## src/rtl/rtt_pkg.sv

```systemverilog
`timescale 1ns / 1ps

package rtt_pkg;

   localparam int ENTRIES       = 16;
   localparam int KEY_BITS      = 32;
   localparam int IN_KEY_BITS   = 32;
   localparam int KEY_W         = (KEY_BITS < IN_KEY_BITS) ? KEY_BITS : IN_KEY_BITS;
   localparam int IDX_BITS      = (ENTRIES > 1) ? $clog2(ENTRIES) : 1;
   localparam int CNT_BITS      = $clog2(ENTRIES + 1);
   localparam int TIME_BITS     = 32;
   localparam int ATT_BITS      = 8;
   localparam int INTERVAL_BITS = 31;
   localparam int TRK_BITS      = 5;
   localparam int CSR_IDX_BITS  = 3;
   localparam int CSR_DATA_BITS = 32;

   typedef enum logic [1:0] {
      CMD_BEGIN_SCAN = 2'd0,
      CMD_SEE        = 2'd1,
      CMD_END_SCAN   = 2'd2,
      CMD_QUERY      = 2'd3
   } cmd_type;

   typedef enum logic [1:0] {
      ACT_STATUS     = 2'd0,
      ACT_RETRANSMIT = 2'd1,
      ACT_FAILED     = 2'd2
   } action_type;

   typedef enum logic [CSR_IDX_BITS-1:0] {
      CSR_RETRIES_EN       = 3'd0,
      CSR_RESET_PATH_EN    = 3'd1,
      CSR_RETRY_INTERVAL   = 3'd2,
      CSR_MAX_RETRIES      = 3'd3,
      CSR_RESET_PATH_AFTER = 3'd4
   } csr_reg_type;

   typedef enum logic [1:0] {
      ST_IDLE,
      ST_SCAN,
      ST_STATUS
   } state_type;

endpackage

```

## src/rtl/retry_tracking_table.sv

```systemverilog
`timescale 1ns / 1ps

// Retry tracking table for pending outgoing messages.
// A command item is taken at a clock edge where start is high and busy is low.
// begin_scan clears all seen marks; see marks or claims an entry; end_scan frees
// unseen entries and, when retries are enabled, fails or retransmits due ones;
// query reports the attempts recorded for a key.
// Results come out on the rsp_ ports for one cycle each, marked by rsp_valid.
// The receiver cannot stall them. Every command closes with a status item that
// has rsp_last set and carries the tracked count.
// A single entry compare and time subtract unit walks the table one entry per
// cycle. see, query and end_scan walk up to ENTRIES entries and then pass
// through a status state (a see or query hit stops the walk early); begin_scan
// skips the walk. A new item is taken only once busy falls after the status state.
// A retransmit or failure item appears in the cycle after its entry is visited,
// and the status item in the cycle after the status state.
// Configuration writes on the csr_ channel are always ready and should be made
// only while the block is idle.
// Synchronous reset empties the table and restores the register defaults.
module retry_tracking_table (
   input  logic                                clock,
   input  logic                                reset,
   input  logic                                start,
   output logic                                busy,
   input  logic [1:0]                          req_cmd,
   input  logic [31:0]                         req_msg_key,
   input  logic [31:0]                         req_sender_time,
   input  logic [31:0]                         req_now_ms,
   output logic                                rsp_valid,
   output logic [1:0]                          rsp_action,
   output logic [31:0]                         rsp_out_key,
   output logic [31:0]                         rsp_out_sender_time,
   output logic [7:0]                          rsp_attempt_count,
   output logic                                rsp_reset_path,
   output logic                                rsp_found,
   output logic [4:0]                          rsp_tracked_count,
   output logic                                rsp_last,
   input  logic                                csr_valid,
   output logic                                csr_ready,
   input  logic [rtt_pkg::CSR_IDX_BITS-1:0]    csr_index,
   input  logic [rtt_pkg::CSR_DATA_BITS-1:0]   csr_wdata
);

   localparam int E  = rtt_pkg::ENTRIES;
   localparam int IW = rtt_pkg::IDX_BITS;
   localparam int CW = rtt_pkg::CNT_BITS;
   localparam int KW = rtt_pkg::KEY_W;
   localparam int TW = rtt_pkg::TIME_BITS;
   localparam int AW = rtt_pkg::ATT_BITS;

   rtt_pkg::state_type  state_ff, state_in;
   rtt_pkg::cmd_type    cmd_ff, cmd_in;
   logic [IW-1:0]       idx_ff, idx_in;
   logic [KW-1:0]       key_ff, key_in;
   logic [TW-1:0]       stamp_ff, stamp_in;
   logic [TW-1:0]       now_ff, now_in;
   logic [TW-1:0]       next_due_ff, next_due_in;
   logic                hit_ff, hit_in;
   logic [AW-1:0]       q_att_ff, q_att_in;
   logic                free_ok_ff, free_ok_in;
   logic [IW-1:0]       free_idx_ff, free_idx_in;
   logic [CW-1:0]       count_ff, count_in;
   logic [E-1:0]        used_ff, used_in;
   logic [E-1:0]        seen_ff, seen_in;

   logic                          retries_en_ff;
   logic                          rp_en_ff;
   logic [rtt_pkg::INTERVAL_BITS-1:0] interval_ff;
   logic [AW-1:0]                 max_retries_ff;
   logic [AW-1:0]                 rp_after_ff;

   logic [KW-1:0]       ekey_ff   [E];
   logic [TW-1:0]       estamp_ff [E];
   logic [AW-1:0]       eatt_ff   [E];
   logic [TW-1:0]       edue_ff   [E];

   logic                    rsp_valid_ff, rsp_valid_in;
   rtt_pkg::action_type     rsp_action_ff, rsp_action_in;
   logic [31:0]             rsp_key_ff, rsp_key_in;
   logic [31:0]             rsp_stamp_ff, rsp_stamp_in;
   logic [AW-1:0]           rsp_att_ff, rsp_att_in;
   logic                    rsp_rp_ff, rsp_rp_in;
   logic                    rsp_found_ff, rsp_found_in;
   logic [rtt_pkg::TRK_BITS-1:0] rsp_count_ff, rsp_count_in;
   logic                    rsp_last_ff, rsp_last_in;

   logic                accept;
   logic                scan_last;
   logic                ent_used;
   logic                ent_seen;
   logic [AW-1:0]       ent_att;
   logic                ent_match;
   logic [TW-1:0]       due_diff;
   logic                ent_due;
   logic [AW-1:0]       att_inc;
   logic                wr_new;
   logic                wr_upd;
   logic [CW-1:0]       status_count;

   assign busy      = (state_ff != rtt_pkg::ST_IDLE);
   assign accept    = start && !busy;
   assign csr_ready = 1'b1;

   assign scan_last = (idx_ff == IW'(E - 1));
   assign ent_used  = used_ff[idx_ff];
   assign ent_seen  = seen_ff[idx_ff];
   assign ent_att   = eatt_ff[idx_ff];
   assign ent_match = ent_used && (estamp_ff[idx_ff] == stamp_ff) && (ekey_ff[idx_ff] == key_ff);
   assign due_diff  = now_ff - edue_ff[idx_ff];
   assign ent_due   = !due_diff[TW-1];
   assign att_inc   = ent_att + AW'(1);

   always_comb begin
      state_in = state_ff;
      unique case (state_ff)
         rtt_pkg::ST_IDLE: begin
            if (accept) begin
               if (rtt_pkg::cmd_type'(req_cmd) == rtt_pkg::CMD_BEGIN_SCAN) begin
                  state_in = rtt_pkg::ST_STATUS;
               end else begin
                  state_in = rtt_pkg::ST_SCAN;
               end
            end
         end
         rtt_pkg::ST_SCAN: begin
            if (scan_last || (ent_match && (cmd_ff == rtt_pkg::CMD_SEE ||
                                            cmd_ff == rtt_pkg::CMD_QUERY))) begin
               state_in = rtt_pkg::ST_STATUS;
            end
         end
         rtt_pkg::ST_STATUS: begin
            state_in = rtt_pkg::ST_IDLE;
         end
         default: begin
            state_in = rtt_pkg::ST_IDLE;
         end
      endcase
   end

   always_comb begin
      cmd_in        = cmd_ff;
      idx_in        = idx_ff;
      key_in        = key_ff;
      stamp_in      = stamp_ff;
      now_in        = now_ff;
      next_due_in   = next_due_ff;
      hit_in        = hit_ff;
      q_att_in      = q_att_ff;
      free_ok_in    = free_ok_ff;
      free_idx_in   = free_idx_ff;
      count_in      = count_ff;
      used_in       = used_ff;
      seen_in       = seen_ff;
      wr_new        = 1'b0;
      wr_upd        = 1'b0;
      status_count  = count_ff;
      rsp_valid_in  = 1'b0;
      rsp_action_in = rsp_action_ff;
      rsp_key_in    = rsp_key_ff;
      rsp_stamp_in  = rsp_stamp_ff;
      rsp_att_in    = rsp_att_ff;
      rsp_rp_in     = rsp_rp_ff;
      rsp_found_in  = rsp_found_ff;
      rsp_count_in  = rsp_count_ff;
      rsp_last_in   = rsp_last_ff;
      unique case (state_ff)
         rtt_pkg::ST_IDLE: begin
            if (accept) begin
               cmd_in      = rtt_pkg::cmd_type'(req_cmd);
               key_in      = KW'(req_msg_key);
               stamp_in    = req_sender_time;
               now_in      = req_now_ms;
               next_due_in = req_now_ms + TW'(interval_ff);
               idx_in      = '0;
               hit_in      = 1'b0;
               q_att_in    = '0;
               free_ok_in  = 1'b0;
               if (rtt_pkg::cmd_type'(req_cmd) == rtt_pkg::CMD_BEGIN_SCAN) begin
                  seen_in = '0;
               end
            end
         end
         rtt_pkg::ST_SCAN: begin
            idx_in = idx_ff + IW'(1);
            unique case (cmd_ff)
               rtt_pkg::CMD_SEE: begin
                  if (ent_match) begin
                     seen_in[idx_ff] = 1'b1;
                     hit_in          = 1'b1;
                  end else if (!ent_used && !free_ok_ff) begin
                     free_ok_in  = 1'b1;
                     free_idx_in = idx_ff;
                  end
               end
               rtt_pkg::CMD_QUERY: begin
                  if (ent_match) begin
                     hit_in   = 1'b1;
                     q_att_in = ent_att;
                  end
               end
               rtt_pkg::CMD_END_SCAN: begin
                  if (ent_used) begin
                     if (!ent_seen) begin
                        used_in[idx_ff] = 1'b0;
                        count_in        = count_ff - CW'(1);
                     end else if (retries_en_ff && ent_due) begin
                        rsp_valid_in = 1'b1;
                        rsp_key_in   = 32'(ekey_ff[idx_ff]);
                        rsp_stamp_in = estamp_ff[idx_ff];
                        rsp_found_in = 1'b0;
                        rsp_count_in = '0;
                        rsp_last_in  = 1'b0;
                        if (ent_att >= max_retries_ff) begin
                           rsp_action_in   = rtt_pkg::ACT_FAILED;
                           rsp_att_in      = ent_att;
                           rsp_rp_in       = 1'b0;
                           used_in[idx_ff] = 1'b0;
                           count_in        = count_ff - CW'(1);
                        end else begin
                           rsp_action_in = rtt_pkg::ACT_RETRANSMIT;
                           rsp_att_in    = att_inc;
                           rsp_rp_in     = rp_en_ff && (att_inc == rp_after_ff);
                           wr_upd        = 1'b1;
                        end
                     end
                  end
               end
               rtt_pkg::CMD_BEGIN_SCAN: begin
               end
            endcase
         end
         rtt_pkg::ST_STATUS: begin
            if (cmd_ff == rtt_pkg::CMD_SEE && !hit_ff && free_ok_ff) begin
               wr_new               = 1'b1;
               used_in[free_idx_ff] = 1'b1;
               seen_in[free_idx_ff] = 1'b1;
               status_count         = count_ff + CW'(1);
               count_in             = status_count;
            end
            rsp_valid_in  = 1'b1;
            rsp_action_in = rtt_pkg::ACT_STATUS;
            rsp_key_in    = 32'(key_ff);
            rsp_stamp_in  = stamp_ff;
            rsp_att_in    = q_att_ff;
            rsp_rp_in     = 1'b0;
            rsp_found_in  = (cmd_ff == rtt_pkg::CMD_QUERY) && hit_ff;
            rsp_count_in  = rtt_pkg::TRK_BITS'(status_count);
            rsp_last_in   = 1'b1;
         end
         default: begin
         end
      endcase
   end

   always_ff @(posedge clock) begin
      if (reset) begin
         state_ff     <= rtt_pkg::ST_IDLE;
         used_ff      <= '0;
         seen_ff      <= '0;
         count_ff     <= '0;
         rsp_valid_ff <= 1'b0;
      end else begin
         state_ff     <= state_in;
         used_ff      <= used_in;
         seen_ff      <= seen_in;
         count_ff     <= count_in;
         rsp_valid_ff <= rsp_valid_in;
      end
   end

   always_ff @(posedge clock) begin
      cmd_ff        <= cmd_in;
      idx_ff        <= idx_in;
      key_ff        <= key_in;
      stamp_ff      <= stamp_in;
      now_ff        <= now_in;
      next_due_ff   <= next_due_in;
      hit_ff        <= hit_in;
      q_att_ff      <= q_att_in;
      free_ok_ff    <= free_ok_in;
      free_idx_ff   <= free_idx_in;
      rsp_action_ff <= rsp_action_in;
      rsp_key_ff    <= rsp_key_in;
      rsp_stamp_ff  <= rsp_stamp_in;
      rsp_att_ff    <= rsp_att_in;
      rsp_rp_ff     <= rsp_rp_in;
      rsp_found_ff  <= rsp_found_in;
      rsp_count_ff  <= rsp_count_in;
      rsp_last_ff   <= rsp_last_in;
   end

   always_ff @(posedge clock) begin
      if (wr_new) begin
         ekey_ff[free_idx_ff]   <= key_ff;
         estamp_ff[free_idx_ff] <= stamp_ff;
         eatt_ff[free_idx_ff]   <= '0;
         edue_ff[free_idx_ff]   <= next_due_ff;
      end else if (wr_upd) begin
         eatt_ff[idx_ff] <= att_inc;
         edue_ff[idx_ff] <= next_due_ff;
      end
   end

   always_ff @(posedge clock) begin
      if (reset) begin
         retries_en_ff  <= 1'b0;
         rp_en_ff       <= 1'b0;
         interval_ff    <= rtt_pkg::INTERVAL_BITS'(30000);
         max_retries_ff <= AW'(3);
         rp_after_ff    <= AW'(2);
      end else if (csr_valid && csr_ready) begin
         unique case (csr_index)
            rtt_pkg::CSR_RETRIES_EN:       retries_en_ff  <= csr_wdata[0];
            rtt_pkg::CSR_RESET_PATH_EN:    rp_en_ff       <= csr_wdata[0];
            rtt_pkg::CSR_RETRY_INTERVAL:   interval_ff    <= csr_wdata[rtt_pkg::INTERVAL_BITS-1:0];
            rtt_pkg::CSR_MAX_RETRIES:      max_retries_ff <= csr_wdata[AW-1:0];
            rtt_pkg::CSR_RESET_PATH_AFTER: rp_after_ff    <= csr_wdata[AW-1:0];
            default: begin
            end
         endcase
      end
   end

   assign rsp_valid           = rsp_valid_ff;
   assign rsp_action          = rsp_action_ff;
   assign rsp_out_key         = rsp_key_ff;
   assign rsp_out_sender_time = rsp_stamp_ff;
   assign rsp_attempt_count   = rsp_att_ff;
   assign rsp_reset_path      = rsp_rp_ff;
   assign rsp_found           = rsp_found_ff;
   assign rsp_tracked_count   = rsp_count_ff;
   assign rsp_last            = rsp_last_ff;

   a_count_matches_used: assert property (@(posedge clock) disable iff (reset)
      count_ff == CW'($countones(used_ff)))
      else $error("tracked count differs from the number of used entries");

   a_accept_sets_busy: assert property (@(posedge clock) disable iff (reset)
      accept |=> busy)
      else $error("block not busy after taking an item");

   a_status_ends_command: assert property (@(posedge clock) disable iff (reset)
      (rsp_valid && rsp_last) |-> (state_ff == rtt_pkg::ST_IDLE))
      else $error("closing status item while a command is still running");

   a_action_not_last: assert property (@(posedge clock) disable iff (reset)
      (rsp_valid && !rsp_last) |-> $past(state_ff == rtt_pkg::ST_SCAN &&
                                         cmd_ff == rtt_pkg::CMD_END_SCAN))
      else $error("action item outside an end of scan walk");

endmodule

```

## config.mk

```make
export PLATFORM = sky130hd
export DESIGN_NAME = retry_tracking_table
export DESIGN_NICKNAME = d
export VERILOG_FILES = /design/src/rtl/rtt_pkg.sv /design/src/rtl/retry_tracking_table.sv
export SDC_FILE = /design/constraint.sdc
export NUM_CORES = 2
export LEC_CHECK = 0
export BUFFER_PORTS_ARGS = -buffer_cell sky130_fd_sc_hd__buf_2
export CELL_PAD_IN_SITES_DETAIL_PLACEMENT = 1
export CELL_PAD_IN_SITES_GLOBAL_PLACEMENT = 1
export CORE_MARGIN = 2
export CORE_UTILIZATION = 55
export DETAILED_ROUTE_END_ITERATION = 7
export HOLD_SLACK_MARGIN = 0.06
export PLACE_DENSITY_LB_ADDON = 0.1
export SYNTH_ARGS = -nofsm -noshare
export SYNTH_HDL_FRONTEND = slang
export SYNTH_SLANG_ARGS = --single-unit
export TNS_END_PERCENT = 30
```

## constraint.sdc

```tcl
create_clock -name clock -period 16.9 [get_ports clock]
set_input_delay 4.225 -clock clock [delete_from_list [all_inputs] [get_ports clock]]
set_output_delay 4.225 -clock clock [all_outputs]
set_load 0.01 [all_outputs]
```

=== Word level (Yosys, flattened, before mapping) ===
Memory sizes are Yosys's and may differ from the RTL's. A register that Yosys moved wholly into a read port is not among the register bits.
Cells that the tools add are included.

* Eq/ne operators: 29
* Add/sub/neg operators: 6
* Magnitude comparators: 5
* Bitwise gates (word level): 6
* Reductions and logical operators: 45
* Multiplexer cells: 113

{| class="wikitable"
|+ Operators by type and width
! cell !! count
|-
| 2-to-1 mux 32 bit || 9
|-
| 2-to-1 mux 16 bit || 11
|-
| one-hot mux 32 bit (2 select lines) || 2
|-
| 2-to-1 mux 8 bit || 9
|-
| == test 32 bit || 2
|-
| 2-to-1 mux 5 bit || 10
|-
| bitwise OR 16 bit || 3
|-
| one-hot mux 16 bit (3 select lines) || 1
|-
| 2-to-1 mux 1 bit || 38
|-
| adder 32 x 31 -> 32 bit || 1
|-
| one-hot mux 16 bit (2 select lines) || 1
|-
| one-hot mux 8 bit (2 select lines) || 2
|-
| OR reduction 32 bit || 1
|-
| subtractor 32 bit || 1
|-
| 2-to-1 mux 4 bit || 7
|-
| != test 2 bit (second input constant) || 14
|-
| one-hot mux 5 bit (2 select lines) || 2
|-
| bitwise AND 16 bit || 1
|-
| 2-to-1 mux 2 bit || 8
|-
| NOT 16 bit || 1
|-
| AND reduction 2 bit || 8
|-
| AND reduction 5 bit || 3
|-
| logical AND 1 bit || 12
|-
| one-hot mux 1 bit (2 select lines) || 6
|-
| other kinds (30) || 51
|}

* Output and inout bits: 85
* Memories: 4
* Input port bits: 137
* Register bits: 319
* Bits in writable memories: 1664
* Logic and storage cells: 236

{| class="wikitable"
|+ Memories
! name !! words !! bits a word !! rd ports !! clocked after memory_dff !! write ports !! line !! source
|-
| edue_ff || 16 || 32 || 1 || 1 || 1 || retry_tracking_table.sv:75 || <nowiki>logic [TW-1:0] edue_ff [E];</nowiki>
|-
| ekey_ff || 16 || 32 || 1 || 1 || 1 || retry_tracking_table.sv:72 || <nowiki>logic [KW-1:0] ekey_ff [E];</nowiki>
|-
| estamp_ff || 16 || 32 || 1 || 1 || 1 || retry_tracking_table.sv:73 || <nowiki>logic [TW-1:0] estamp_ff [E];</nowiki>
|-
| eatt_ff || 16 || 8 || 1 || 1 || 1 || retry_tracking_table.sv:74 || <nowiki>logic [AW-1:0] eatt_ff [E];</nowiki>
|}

=== Depth between registers and ports, before layout ===
* Depth in word-level cells: 13
* Gate-level depth with buffers: 25

=== Least setup slack after synthesis ===
Ideal clock, no wire load.

* Path kind: reg-to-reg
* From: register with a tool-made name
* To: register rsp_action_ff[0], in the netlist rsp_action[0], enable pin
* Required time: 16351 ps
* Buffers on the path: 10
* Cell stages (with the launch flop): 24
* Period minus slack after synthesis: 9731 ps
* Arrival time: 9181 ps
* Setup slack: 7169 ps
* Path through: dfxtp_1 > buf_6 > buf_6 > buf_6 > buf_4 > buf_4 > buf_4 > buf_2 > clkbuf_1 > clkbuf_1 > buf_1 > mux4_2 > mux4_2 > inv_1 > ha_1 > a21o_1 > a21o_1 > a2111oi_0 > o21a_1 > o211ai_1 > a21oi_1 > xnor2_2 > nand3_1 > a21oi_1

{| class="wikitable"
|+ RTL lines
! what !! line !! source
|-
| end signal: assignment || retry_tracking_table.sv:282 || <nowiki>rsp_action_ff <= rsp_action_in;</nowiki>
|-
| end: declaration || retry_tracking_table.sv:78 || <nowiki>rtt_pkg::action_type rsp_action_ff, rsp_action_in;</nowiki>
|}

==> summary.txt <==
Logic synthesis
  – Synthesized net count: 4,500
  – Sequential area share after synthesis: between 70 and 80%
  – Avg Inst Size Synth: roughly 19 sq um
  – Seq cells post-synth: just under 2,000
  – Netlist cell types: between 90 and 100
  – Mapped Cells: 4,283
  – Top FF cell, synth: edfxtp_1
  – Ys async rst share: 0%
  – Post-Synthesis Cell Area: ~0.08 sq mm
  – EDFF count, synth: about 1,900
  – Synth Warn #: 0

Route
  – Sum of routed wire segments on met1: roughly 90,000 um
  – Routed WL: ~210,000 um
  – WL per Instance: 32.0 um
  – Routed wl met2: 103,000 um
  – Detailed Routing Iterations Pass 1: 5
  – DRC: 0
  – Routed Antenna Nets: 0
  – Vias: between 40,000 and 50,000
  – Average via count per standard cell: ~6.4
  – Uppermost routed layer: met5
  – Met3 wire len: ~17,000 um
  – Initial DRC count: 4,555

Place
  – PortBufs: 219
  – RD Place Congestion: ~0.81
  – HPWL reported at the end of detailed placement: between 100,000 and 150,000 um

STA
  – Final setup fails: 0
  – Worst rel slew slack: between 10% and 20%
  – Crit share post-route: 50.3%
  – Final setup TNS: 0 ns
  – Final Hold Fails: 0
  – Worst Tran Pin Value: 1.27 ns
  – Final min period: roughly 8.5 ns
  – Hold Slack: 0.460 ns
  – Worst clock skew: roughly 0.031 ns
  – Max Transition Viols Final: 0
  – FMAX: roughly 120 MHz
  – RSZ-0062 raised after global routing: false

Global route
  – Global route overflow: 0
  – Number of global-route vias before repair: ~45,000
  – First-pass GRT wire length: 310,000 um
  – Largest net degree at the start of global routing: around 110
  – Initial antenna violation count: 7
  – GRT Total Usage: roughly 29%

Clock tree
  – CTS Sinks: around 2,000
  – Post-CTS repair timing setup buffer count: 0
  – CTS root buf: clkbuf_16
  – Clk pin slew, worst setup/hold paths: roughly 0.06 ns
  – CTS resizes: 0
  – CTS tree: yes
  – Hold buffer count at cts: 0
  – Deepest clock path buffer count: 3
  – CTS Buf Count: 198
  – H-tree levels: 4
  – Clock latency on the worst-skew pair: approximately 0.83 ns

Min path
  – Hold/Removal Path Class: reg -> reg
  – Worst Hold Launch: interval_ff[24]

Critical path
  – WP buf/inv: 5
  – CP top delay family: buffers and inverters
  – Crit path max fanout: 52
  – Startpoint type of the worst setup path: flop
  – Crit path top cell by count: buf_4
  – Setup crit end kind: flop
  – Setup CP Type: reg -> reg
  – Crit-path slowest cell: buf_4
  – CP required: between 15 and 20 ns
  – CP max stage delay: ~0.85 ns
  – Data arrival, critical path: slightly below 9 ns
  – CP cell instances: buf_4 > buf_4 > mux4_2 > mux4_2 > inv_1 > ha_1 > a21o_1 > a2111oi_0 > o21a_1 > o211ai_1 > a21oi_1 > xnor2_2 > nand3_1 > a21oi_4 > buf_4 > buf_4

Power and ir drop
  – Power per cell area: 135 mW/mm^2
  – P_leak: around 30 nW
  – VDD IR max: ~0.00019 V

Finish
  – Area grow syn2layout: 11.8%
  – Number of nets in the layout: approximately 4,800
  – Most frequent cells in the layout: edfxtp_1 (1,894), mux4_2 (443), nand2_1 (287)
  – Ratio of cells with drive above 1 in the final layout: roughly a quarter
  – Commonest non-fill, non-tap cell in the layout: edfxtp_1

Floorplan
  – Die ar.: 0.150 sq mm
  – Die span in y: 387 um
  – FP Rows: 140
  – Die Wd: a little under 400 um
  – I/O Pins: roughly 220
  – Initial Util: 55.4%
  – Core area: about 0.15 sq mm

Status
  – Status: complete, no violations

Run
  – Max Cap Viol: 0
-- stage by stage --
step	util (%)	cell area (sq um)	worst slack, ns	power (mW)	instances
CTS	62.0	90400	8.21	12.3	6665
global placement	57.7	84100	8.40	7.97	6300
detailed placement	57.7	84100	8.26	8.02	6300
finish	62.0	90400	8.39	12.2	6667
global route	62.0	90400	7.79	12.6	6665
floorplan	-	80800	7.17	7.31	4283
-- worst min-delay path, stage by stage (launching register included) --
cell,delay (ns)
dfxtp_1,0.31
nand2_1,0.05
a21oi_1,0.05
-- state kept, by name, indices dropped and copies added, names as in the netlist, 16 cells and up, named ones only --
signal               count
next_due_ff             32
key_ff                  32
stamp_ff                32
now_ff                  32
ekey_ff                512
rsp_out_key             32
estamp_ff              512
interval_ff             31
eatt_ff                128
seen_ff                 16
rsp_out_sender_time     32
edue_ff                512
used_ff                 16
-- path summary, 6_finish.rpt --
kind | end | slack [ns] | cells after the start
setup / recovery | rsp_out_sender_time[26] | 8.39 | 16
hold / removal | interval_ff[24] | 0.46 | 2
setup reg to reg | rsp_out_sender_time[26] | 8.39 | 16
hold reg to reg | interval_ff[24] | 0.46 | 2
-- Yosys cell counts, types with 63 or more instances --
cell         n  area share (%)
dfxtp_1     93             2.3
clkbuf_1    77            0.36
xnor2_1     76            0.82
inv_1       81            0.38
nand2_1    287             1.3
edfxtp_1  1894              70
o21ai_0    120            0.74
ha_1        79             1.2
mux2i_1    133             1.6
mux4_2     443              12
mux2_2      63            0.88
a21oi_1    115            0.71
nor2_1     145            0.67
-- cell type report --
class	count	area (sq um)
antenna	2	5.00
clock buffer	254	5300
clock inverter	111	963
fill	12400	55400
inverter	83	317
multi-input combinational	2011	20900
sequential	1987	58800
tap	1917	2400
timing repair buffer	302	1780
-- cells by family after synthesis --
group	after synthesis	share of synthesized area, %
flip-flops	1987	72.7
adder cells (fa/ha/maj)	80	1.25
AO/OA/AOI/OAI	489	4.01
other	1	0.00464
AND/OR/NAND/NOR	674	3.86
XOR/XNOR	123	1.34
buffers and inverters	285	1.86
multiplexers	644	15.0
-- per-layer routing --
metal	track usage [%]	vias to the layer above
met4	8.46	2
li1	-	17900
met5	0	-
met1	41.1	22600
met3	5.04	352
met2	45.6	1894
-- report_power, final --
part	internal [mW]	leakage, nW	switching, mW
combinational	0.896	8.32	1.26
sequential	5.57	18.2	0.192
clock	2.44	3.08	1.85
total	8.91	29.6	3.30
(Power assumes the default switching activity.)
